### src/q_learning_table_engine_macros.svh
// Assertion macros shared by the Q-learning table engine RTL.
// Each macro expects clk and arst_n in scope at the point of use.
`ifndef Q_LEARNING_TABLE_ENGINE_MACROS_SVH
`define Q_LEARNING_TABLE_ENGINE_MACROS_SVH

// same-cycle implication, disabled while in reset
`define QLTE_ASSERT_NOW(lbl, ante, cons, msg) \
	lbl: assert property (@(posedge clk) disable iff (!arst_n) (ante) |-> (cons)) \
		else $error(msg);

// next-cycle implication, disabled while in reset
`define QLTE_ASSERT_NEXT(lbl, ante, cons, msg) \
	lbl: assert property (@(posedge clk) disable iff (!arst_n) (ante) |=> (cons)) \
		else $error(msg);

`endif

### src/qlte_pkg.sv
// Shared types and constants of the Q-learning table engine.
// No dependencies; imported by the divider and the top level.
`default_nettype none

package qlte_pkg;

	localparam int IDX_W      = 4;   // state / move field width
	localparam int Q_W        = 32;  // Q16.16 value width
	localparam int FRAC_W     = 16;  // 0.16 fraction width
	localparam int RATE_W     = 17;  // rate width, 65536 = one
	localparam int CNT_W      = 5;   // move count width
	localparam int CFG_IDX_W  = 2;
	localparam int CFG_DATA_W = 17;
	localparam int NUM_W      = FRAC_W + CNT_W;  // choose dividend
	localparam int DEN_W      = FRAC_W + 1;      // choose divisor
	localparam int QUOT_W     = CNT_W;           // quotient stays below move count

	localparam logic [RATE_W-1:0] ONE_Q16 = 17'h10000;
	localparam logic signed [Q_W-1:0] Q_MAX = 32'sh7FFF_FFFF;
	localparam logic signed [Q_W-1:0] Q_MIN = 32'sh8000_0000;

	localparam logic ACT_CHOOSE = 1'b0;
	localparam logic ACT_UPDATE = 1'b1;

	typedef enum logic [CFG_IDX_W-1:0] {
		REG_MOVE_COUNT = 2'd0,
		REG_GREEDY     = 2'd1,
		REG_LEARN_RATE = 2'd2,
		REG_DISCOUNT   = 2'd3
	} reg_idx_t;

	localparam logic [CNT_W-1:0]  RST_MOVE_COUNT = 5'd16;
	localparam logic [FRAC_W-1:0] RST_GREEDY     = 16'd6554;
	localparam logic [RATE_W-1:0] RST_LEARN_RATE = 17'd6554;
	localparam logic [RATE_W-1:0] RST_DISCOUNT   = 17'd58982;

endpackage

`default_nettype wire

### src/qlte_pick_div.sv
// Restoring divider for the exploratory pick, one quotient bit per cycle.
// Depends on qlte_pkg.
`default_nettype none

module qlte_pick_div (
	input  logic                          clk,
	input  logic                          arst_n,
	input  logic                          start,
	input  logic [qlte_pkg::NUM_W-1:0]    num,
	input  logic [qlte_pkg::DEN_W-1:0]    den,
	output logic                          done,
	output logic [qlte_pkg::QUOT_W-1:0]   quot
);
	import qlte_pkg::*;

	localparam int SH_W   = DEN_W + QUOT_W - 1;  // divisor aligned to the top quotient bit
	localparam int STEP_W = $clog2(QUOT_W);

	logic [NUM_W-1:0]  rem_q;
	logic [SH_W-1:0]   dsh_q;
	logic [QUOT_W-1:0] quot_q;
	logic [STEP_W-1:0] step_q;
	logic              busy_q;
	logic              done_q;
	logic              fits;

	// dividend and shifted divisor both fit in SH_W bits
	assign fits = SH_W'(rem_q) >= dsh_q;

	always_ff @(posedge clk or negedge arst_n) begin
		if (!arst_n) begin
			busy_q <= 1'b0;
			done_q <= 1'b0;
			step_q <= '0;
		end else if (start) begin
			busy_q <= 1'b1;
			done_q <= 1'b0;
			step_q <= '0;
		end else if (busy_q) begin
			step_q <= step_q + 1'b1;
			if (step_q == STEP_W'(QUOT_W - 1)) begin
				busy_q <= 1'b0;
				done_q <= 1'b1;
			end
		end else begin
			done_q <= 1'b0;
		end
	end

	always_ff @(posedge clk) begin
		if (start) begin
			rem_q  <= num;
			dsh_q  <= SH_W'(den) << (QUOT_W - 1);
			quot_q <= '0;
		end else if (busy_q) begin
			if (fits) begin
				rem_q <= NUM_W'(SH_W'(rem_q) - dsh_q);
			end
			quot_q <= {quot_q[QUOT_W-2:0], fits};
			dsh_q  <= dsh_q >> 1;
		end
	end

	assign done = done_q;
	assign quot = quot_q;

endmodule

`default_nettype wire
### config.mk
export PLATFORM = sky130hd
export DESIGN_NAME = qlte_pick_div
export DESIGN_NICKNAME = d
export VERILOG_FILES = /design/src/q_learning_table_engine_macros.svh /design/src/qlte_pkg.sv /design/src/qlte_pick_div.sv
export SDC_FILE = /design/constraint.sdc
export NUM_CORES = 1
export LEC_CHECK = 0
export BUFFER_PORTS_ARGS = -buffer_cell sky130_fd_sc_hd__buf_2
export CORE_AREA = 10 10 111 113
export DETAILED_ROUTE_END_ITERATION = 10
export DIE_AREA = 0 0 121 123
export SETUP_SLACK_MARGIN = 0.05
export SKIP_LAST_GASP = 1
export SLEW_MARGIN = 20
export SYNTH_ARGS = -nofsm -noshare
export SYNTH_HDL_FRONTEND = slang
export SYNTH_SLANG_ARGS = --single-unit
### constraint.sdc
create_clock -name clk -period 8.7 [get_ports clk]
set_clock_uncertainty 0.05 [all_clocks]
set_input_delay 1.74 -clock clk [delete_from_list [all_inputs] [get_ports clk]]
set_output_delay 1.74 -clock clk [all_outputs]
set_load 0.01 [all_outputs]
==> results.md, run 1 <==
* Critical Path Fanout Max at 88
* CP most frequent cell: buf_4
* Htree depth at 2
* Largest net degree at the start of global routing at 89
* # resized after CTS at 0
* Slew Viols, Final at 0
* ANT nets after route at 0
* Crit share post-route at 0.455
* Hold crit path type: register to register
* Wire length on met3 at 266 um
* Number of flops mapped to enable cells by yosys at 38
* Die ar. at 14900 um2
* Aggregate global routing overflow at 0
* Maximum VDD drop at 0.0000979 V
* Post-Syn Area at 3450 um2
* Peak Freq at 0.252 GHz
* Via density at 5.02
* Ant. Diodes at 0
* Drt drc at 0
* Clock Path Buffers at 2
* Initial antenna violation count at 0
* Clk root buf: clkbuf_8
* # rows at 37
* Synth async-reset ratio at 0.0962
* HPWL Detailed at 6200 um
* Status: completed
* Total Wirelength at 8260 um
* Placed cells at 552
* Sequential area share after synthesis at 0.420
* Worst skew pair latency at 0.31 ns
* Setup Crit Path Kind: input pin to register
* TritonCTS Sinks at 52
* Worst slew pin tran at 0.778 ns
* Worst path max stage delay at 0.63 ns
* Syn Inst Count at 383
* Highest metal used: met4
* Number of max-cap violations at 0
* CTS Buf Count at 5
* GRT Total Usage at 0.110
* Met2 WL at 3840 um
* Filler Cells Inserted at 1042
* Critical Path Sink Type: register
* WL met1 at 4020 um
* Die Wd at 121 um
* Die Y at 123 um
* GPL Wtd Cong at 0.863
* TritonCTS clock tree: built
* First-pass GRT wire length at 13500 um
* DR pass1 iterations at 6
* Slew margin rel. at 0.481
* Setup repair after global routing missed its margin: no
* Layout net count at 488
* Startpoint types: input pin
* Critical Path, Cell by Cell: buf_2 -> buf_4 -> clkinv_1 -> a41oi_2 -> buf_4
* Iteration-0 DRC Markers at 196
* Fin crit period at 3.96 ns
* Area Overhead vs Synth at 13.4%
* Ys Warns at 0
* Power Dens Cells at 314 nW/um2
* Slowest cell on crit path: a41oi_2
* Via count at 2809
* Post-synth cell types at 61
* Top Family by Delay on Critical Path: buffers and inverters
* # setup viols final at 0
* Port bufs at 46
* Ys flop type: edfxtp_1
* Avg WL per Cell at 14.8 um
* Vias in the first global route at 2787
* Fin cells at 560
* Hold-fix buffers, CTS at 0
* Clock-pin slew on the worst setup and hold paths at 0.10 ns
* Final Hold Fails at 0
* Crit path DAT at 3.92 ns
* Req. time, crit path at 8.66 ns
* Synth Area per Inst at 9.00 um2
* Num ports at 47
* Flops & latches, synth at 52
* Post-CTS setup buffer count at 0
* Crit path buf inv count at 4
* Setup TNS at 0 ns
* Lkg Pwr at 1.75 nW
* Placeable Area at 10100 um2
* Initial Util at 0.340
* Share of cells above drive strength 1 at 0.163
* Post-synthesis net count at 448
-- logic make-up after synthesis --
family	synth area share
XOR/XNOR	0.0356
multiplexers	0.0327
buffers and inverters	0.0544
AO/OA/AOI/OAI	0.201
adder cells (fa/ha/maj)	0.0893
AND/OR/NAND/NOR	0.167
flip-flops	0.420
-- flip-flops by register name (all words and copies together), names as in the netlist --
register / flops
done: 1
quot: 5
step_q: 3
dsh_q: 21
rem_q: 21
busy_q: 1
-- synthesized netlist by cell type (5+ instances only) --
cell	count	area [um2]
mux2i_1	9	90.1
ha_1	23	288
nand2_1	73	274
a21o_1	6	45.0
dfxtp_1	9	180
dfrtp_1	5	125
clkbuf_1	11	41.3
a21oi_1	18	90.1
inv_1	30	113
nand3_1	7	35.0
xnor2_1	5	43.8
edfxtp_1	38	1140
xor2_1	9	78.8
o21ai_0	38	190
nor2_1	24	90.1
nor3_1	8	40.0
o21ai_1	7	35.0
-- tightest hold or removal path, delay by kind of cell (launching register included) --
family,cells,cell delay [ns]
mux,1,0.07
flops,1,0.34
simple gates,1,0.07
-- cell type report --
| type | instances | area (um2) | share of cell area |
|---|---|---|---|
| clock buffer | 7 | 97.6 | 0.0250 |
| clock inverter | 1 | 5.00 | 0.00128 |
| inverter | 31 | 116 | 0.0298 |
| multi-input combinational | 284 | 1820 | 0.466 |
| sequential | 52 | 1450 | 0.370 |
| tap | 136 | 170 | 0.0435 |
| timing repair buffer | 49 | 253 | 0.0647 |
-- power by group --
part | switching, W | total (W) | leakage (nW) | internal (W)
combinational | 0.000402 | 0.000676 | 1.16 | 0.000275
clock | 0.0000847 | 0.000159 | 0.0534 | 0.0000741
sequential | 0.0000313 | 0.000394 | 0.541 | 0.000362
-- final timing paths --
kind,from,endpoint,slack [ns],cells after the start
max in group asynchronous,arst_n,busy_q,7.29,1
min in group asynchronous,arst_n,step_q[0],1.17,1
setup reg to reg,dsh_q[12],rem_q[15],5.66,9
hold reg to reg,dsh_q[0],dsh_q[0],0.46,2
hold / removal,dsh_q[0],dsh_q[0],0.46,2
setup / recovery,start,rem_q[15],4.74,5
-- metal layers --
| metal | vias to the layer above | global-route usage |
|---|---|---|
| met5 | - | 0 |
| met4 | 0 | 0.0347 |
| met3 | 8 | 0.0178 |
| met2 | 59 | 0.180 |
| met1 | 1303 | 0.145 |
| li1 | 1439 | - |
-- layout by cell type (no fill, tap or decap), types with 5 or more instances in the layout --
cell type / count
edfxtp_1: 38
dfrtp_1: 5
buf_2: 46
dfxtp_1: 9
xnor2_1: 5
nand2_1: 73
a21o_1: 6
o21ai_1: 7
nand3_1: 7
inv_1: 30
o21ai_0: 38
mux2i_1: 9
clkbuf_8: 5
ha_1: 23
nor3_1: 8
a21oi_1: 18
nor2_1: 24
xor2_1: 9
-- stage by stage --
stage | util | instance area, um2 | worst slack [ns] | hold WS (ns) | total power [W]
final | 0.386 | 3910 | 4.74 | 0.463 | 0.00123
after global routing | 0.386 | 3910 | 4.52 | 0.501 | 0.00133
after CTS | 0.386 | 3910 | 4.70 | 0.474 | 0.00123
after detailed placement | 0.375 | 3810 | 4.36 | 0.445 | 0.00107
after global placement | 0.375 | 3810 | 4.49 | 0.428 | 0.00106
after floorplan | - | 3450 | 4.74 | 0.415 | 0.000923
No activity file was read; power rests on OpenSTA's default activity.
==> inputs of run 2 (changes only) <==
- clock period: 8.7 -> 3.3 ns (I/O delays scaled with it)
==> run 2 against run 1 <==
  * Register-to-register slack got worse by 4.9 ns
  * Combinational power increased to 2.7 times the previous value
  * Die area unchanged
  * Global-route usage increased by 0.74 points
  * Clock-buffer cell count decreased by 1
  * Utilization about the same
  * Non-clock buffer count increased by 2
  * Hold slack got worse by 0.38 ns
  * Critical endpoint is now rem_q[2]
  * Largest cell class unchanged
==> results.md, run 2 (synthesis gave the netlist of run 1 again) <==
* Via count at 2860
* Port bufs at 46
* Initial antenna violation count at 0
* Worst hold margin at 0.0815 ns
* Worst path max stage delay at 0.42 ns
* ANT nets after route at 0
* Peak Freq at 0.394 GHz
* Setup TNS at 0 ns
* Setup Crit Path Kind: register to register
* Iteration-0 DRC Markers at 169
* Reg-to-Reg Start: dsh_q[11]
* Final Hold Fails at 0
* Aggregate global routing overflow at 0
* R2R Path End: rem_q[2]
* Post-CTS setup buffer count at 0
* Crit path DAT at 2.51 ns
* Worst slew pin tran at 0.811 ns
* Setup repair after global routing missed its margin: no
* Die Y at 123 um
* GRT Total Usage at 0.117
* Hold crit path type: input pin to async pin
* # rows at 37
* Initial Util at 0.340
* Die ar. at 14900 um2
* Slew margin rel. at 0.459
* GPL Wtd Cong at 0.897
* TritonCTS clock tree: built
* Reg2Reg Setup Slack at 0.76 ns
* Crit path launch: dsh_q[11]
* Status: completed
* Drt drc at 0
* Placeable Area at 10100 um2
* Commonest non-fill, non-tap cell in the layout: nand2_1
* Total Wirelength at 8710 um
* Critical Path Sink Type: register
* Most frequent cells in the layout: nand2_1 (73), buf_2 (46), o21ai_0 (38), edfxtp_1 (38), inv_1 (30)
* CP most frequent cell: nand2_1
* Slew Viols, Final at 0
* Lkg Pwr at 1.75 nW
* First-pass GRT wire length at 14200 um
* HPWL Detailed at 6470 um
* Top Family by Delay on Critical Path: compound AO/OA/AOI/OAI gates
* Largest net degree at the start of global routing at 48
* Htree depth at 2
* Clk root buf: clkbuf_8
* Critical Path Fanout Max at 13
* Crit path buf inv count at 2
* Req. time, crit path at 3.27 ns
* TritonCTS Sinks at 52
* Overall power at 0.00322 W
* Fin crit period at 2.54 ns
* Layout net count at 490
* Ant. Diodes at 0
* Via density at 5.09
* DR pass1 iterations at 4
* Startpoint types: register
* Share of cells above drive strength 1 at 0.167
* Maximum VDD drop at 0.000223 V
* Die Wd at 121 um
* Slowest cell on crit path: ha_1
* R2R depth at 9
* Clock Path Buffers at 2
* CTS Buf Count at 5
* Area Overhead vs Synth at 13.3%
* Vias in the first global route at 2871
* # resized after CTS at 0
* # setup viols final at 0
* Number of max-cap violations at 0
* Power Dens Cells at 823 nW/um2
* Crit share post-route at 0.769
* Num ports at 47
* Avg WL per Cell at 15.5 um
* Critical Path, Cell by Cell: inv_1 -> ha_1 -> nand2_1 -> o21ai_0 -> nor2_1 -> a21oi_1 -> nand2_1 -> a41oi_2 -> buf_4
* Hold-fix buffers, CTS at 0
* Clock-pin slew on the worst setup and hold paths at 0.10 ns
* Worst skew pair latency at 0.32 ns
-- run 2: how the worst max path moves through the flow --
stage / endpoint / cells past startpoint
after floorplan: rem_q[0] / 8
after global placement: rem_q[7] / 9
after detailed placement: rem_q[6] / 9
after CTS: rem_q[6] / 9
after global routing: rem_q[12] / 9
final: rem_q[2] / 9
-- run 2: metrics by stage --
stage	instances	area, um2	utilization	setup WS (ns)
after floorplan	383	3450	-	0.184
after global placement	554	3820	0.377	0.833
after detailed placement	554	3820	0.377	0.791
after CTS	562	3910	0.385	0.750
after global routing	562	3910	0.385	0.535
final	562	3910	0.385	0.763
-- run 2: power breakdown --
group	internal (W)	switching, W	total [W]
Clock	0.000150	0.000235	0.000385
Combinational	0.000731	0.00107	0.00180
Sequential	0.000953	0.0000762	0.00103
-- run 2: area by class of cell --
cell class                 count  area, um2
clock buffer                   6       72.6
timing repair buffer          51        268
clock inverter                 2       11.3
fill                        1047       6230
tap                          136        170
inverter                      31        116
multi-input combinational    284       1820
sequential                    52       1450
-- run 2: worst reg2reg max path: stages, from the launching register on --
cell	delay (ns)
edfxtp_1	0.38
inv_1	0.06
ha_1	0.42
nand2_1	0.08
o21ai_0	0.33
nor2_1	0.09
a21oi_1	0.24
nand2_1	0.13
a41oi_2	0.20
buf_4	0.27
-- run 2: metal layers --
metal	share of wire	GRT usage	wire, um	up-vias
met5	0	0	0	-
met4	0.018	0.0377	153	0
met3	0.047	0.0223	413	15
met2	0.46	0.188	3990	77
met1	0.48	0.156	4150	1330
li1	-	-	-	1438
==> inputs of run 3 (changes only) <==
- clock period: 3.3 -> 2.5 ns (I/O delays scaled with it)
==> run 3 against run 2 <==
  * Worst setup slack worse by 0.62 ns
  * Flip-flop and latch count unchanged
  * Wire length up 2.4%
  * Highest routed layer unchanged
  * Combinational power up 56%
  * Total power up 47%
  * Critical path depth unchanged
  * First-iteration DRC count down 7.1%
  * Sequential power up 35%
  * Die area unchanged
==> results.md, run 3 (synthesis gave the netlist of run 1 again) <==
* Power Dens Cells at 1120 nW/um2
* Placeable Area at 10100 um2
* Via density at 5.03
* Area of the multi-input gates at 1970 um2
* Crit path DAT at 2.46 ns
* GRT Total Usage at 0.118
* Critical Path Sink Type: register
* Pre-CTS setup slack at -0.000829 ns
* Most frequent cells in the layout: nand2_1 (71), buf_2 (46), edfxtp_1 (38)
* Htree depth at 2
* Worst skew pair latency at 0.32 ns
* Iteration-0 DRC Markers at 157
* Drt drc at 0
* Final Worst Setup Slack at 0.146 ns
* Final Hold Fails at 0
* Clock-pin slew on the worst setup and hold paths at 0.10 ns
* Worst slew pin tran at 0.774 ns
* Hold crit path type: input pin to register
* Aggregate global routing overflow at 0
* Peak Freq at 0.425 GHz
* Ant. Diodes at 0
* Setup Crit Path Kind: register to register
* Slew Viols, Final at 0
* Layout net count at 503
* Avg WL per Cell at 15.5 um
* Initial antenna violation count at 0
* Critical Path Fanout Max at 4
* Hold path start: den[10]
* Clk root buf: clkbuf_8
* # rows at 37
* Via count at 2895
* TritonCTS clock tree: built
* Fin crit period at 2.35 ns
* Req. time, crit path at 2.61 ns
* Slew margin rel. at 0.483
* Share of cells above drive strength 1 at 0.246
* TritonCTS Sinks at 52
* Crit share post-route at 0.942
* Setup repair after global routing missed its margin: no
* Die ar. at 14900 um2
* Startpoint types: register
* Area Overhead vs Synth at 22.1%
* Fin cells at 575
* Lkg Pwr at 1.84 nW
* Clock Path Buffers at 2
* First-pass GRT wire length at 14100 um
* Maximum VDD drop at 0.000313 V
* Initial Util at 0.340
* Layout Cell Area excl Fill at 4210 um2
* Largest net degree at the start of global routing at 78
* Die Y at 123 um
* HPWL Detailed at 6650 um
* Filler Cells Inserted at 1039
* Vias in the first global route at 2834
* Port bufs at 46
* DR pass1 iterations at 4
* # setup viols final at 0
* Crit path launch: rem_q[0]
* Num ports at 47
* Placed cells at 563
* Number of max-cap violations at 0
* Status: completed
* GPL Wtd Cong at 0.902
* FF/Latch Area at 1450 um2
* DP Area at 3940 um2
* Commonest non-fill, non-tap cell in the layout: nand2_1
* ANT nets after route at 0
* Reg-to-Reg Start: rem_q[0]
* Total Wirelength at 8920 um
* CTS Buf Count at 5
* Die Wd at 121 um
==> run 3: cell types whose count changed in the layout (fill, tap and decap cells not counted), moves of 2 or more <==
cell	previous run	this run
nand2_2	0	2
ha_1	23	15
nand2_1	73	71
a21oi_2	1	3
a21oi_1	18	16
nor2b_1	3	1
buf_4	5	14
ha_2	0	3
buf_12	0	3
ha_4	0	5
nor2b_2	0	2
==> run 3: what timing repair did <==
action	4_1_cts	5_1_grt
hold buffers	1	0
pin swaps	0	7
gates resized for setup	3	27
endpoints found under the hold margin	5	0
endpoints found under the setup margin	22	30
gates cloned	0	0
setup buffers	0	3
==> run 3: layout make-up <==
cell class,instances,share of cell area
tap,136,0.0404
clock inverter,2,0.00238
sequential,52,0.345
timing repair buffer,64,0.0963
clock buffer,6,0.0196
multi-input combinational,284,0.469
inverter,31,0.0276
==> run 3: report_power, final <==
part	leakage, nW	switching [W]	internal, W	total [W]
Clock	0.0510	0.000295	0.000222	0.000517
Combinational	1.25	0.00155	0.00126	0.00281
Sequential	0.542	0.000129	0.00126	0.00139
Total	1.84	0.00197	0.00275	0.00472
==> run 3: metrics by stage <==
stage	total power, W	utilization	setup TNS [ns]	hold slack [ns]
2_1_floorplan	0.00323	-	0	0.154
3_3_place_gp	0.00386	0.388	0	0.269
3_5_place_dp	0.00391	0.388	-0.00389	0.273
4_1_cts	0.00446	0.400	0	0.404
5_1_grt	0.00510	0.415	0	0.404
6_report	0.00472	0.415	0	0.404
==> run 3: path summary, 6_finish.rpt <==
kind                             end  slack (ns)  cells after the start
setup / recovery           rem_q[12]        0.15                      9
hold / removal             dsh_q[14]        0.40                      3
setup reg to reg           rem_q[12]        0.15                      9
hold reg to reg              quot[4]        0.45                      2
max in group asynchronous  step_q[2]        1.81                      2
min in group asynchronous       done        0.46                      2
==> run 3: per-layer routing <==
metal	GRT usage	routed length [um]
met4	0.0370	156
met2	0.192	4210
met1	0.153	4160
met5	0	0
met3	0.0251	392
==> run 3: worst max-delay path: stages, from the launching register on <==
cell      delay (ns)
edfxtp_1        0.33
inv_1           0.04
ha_1            0.23
fa_2            0.37
nor2b_2         0.19
o211ai_4        0.13
a21boi_4        0.26
o21bai_1        0.10
mux2_1          0.33
a221oi_2        0.16
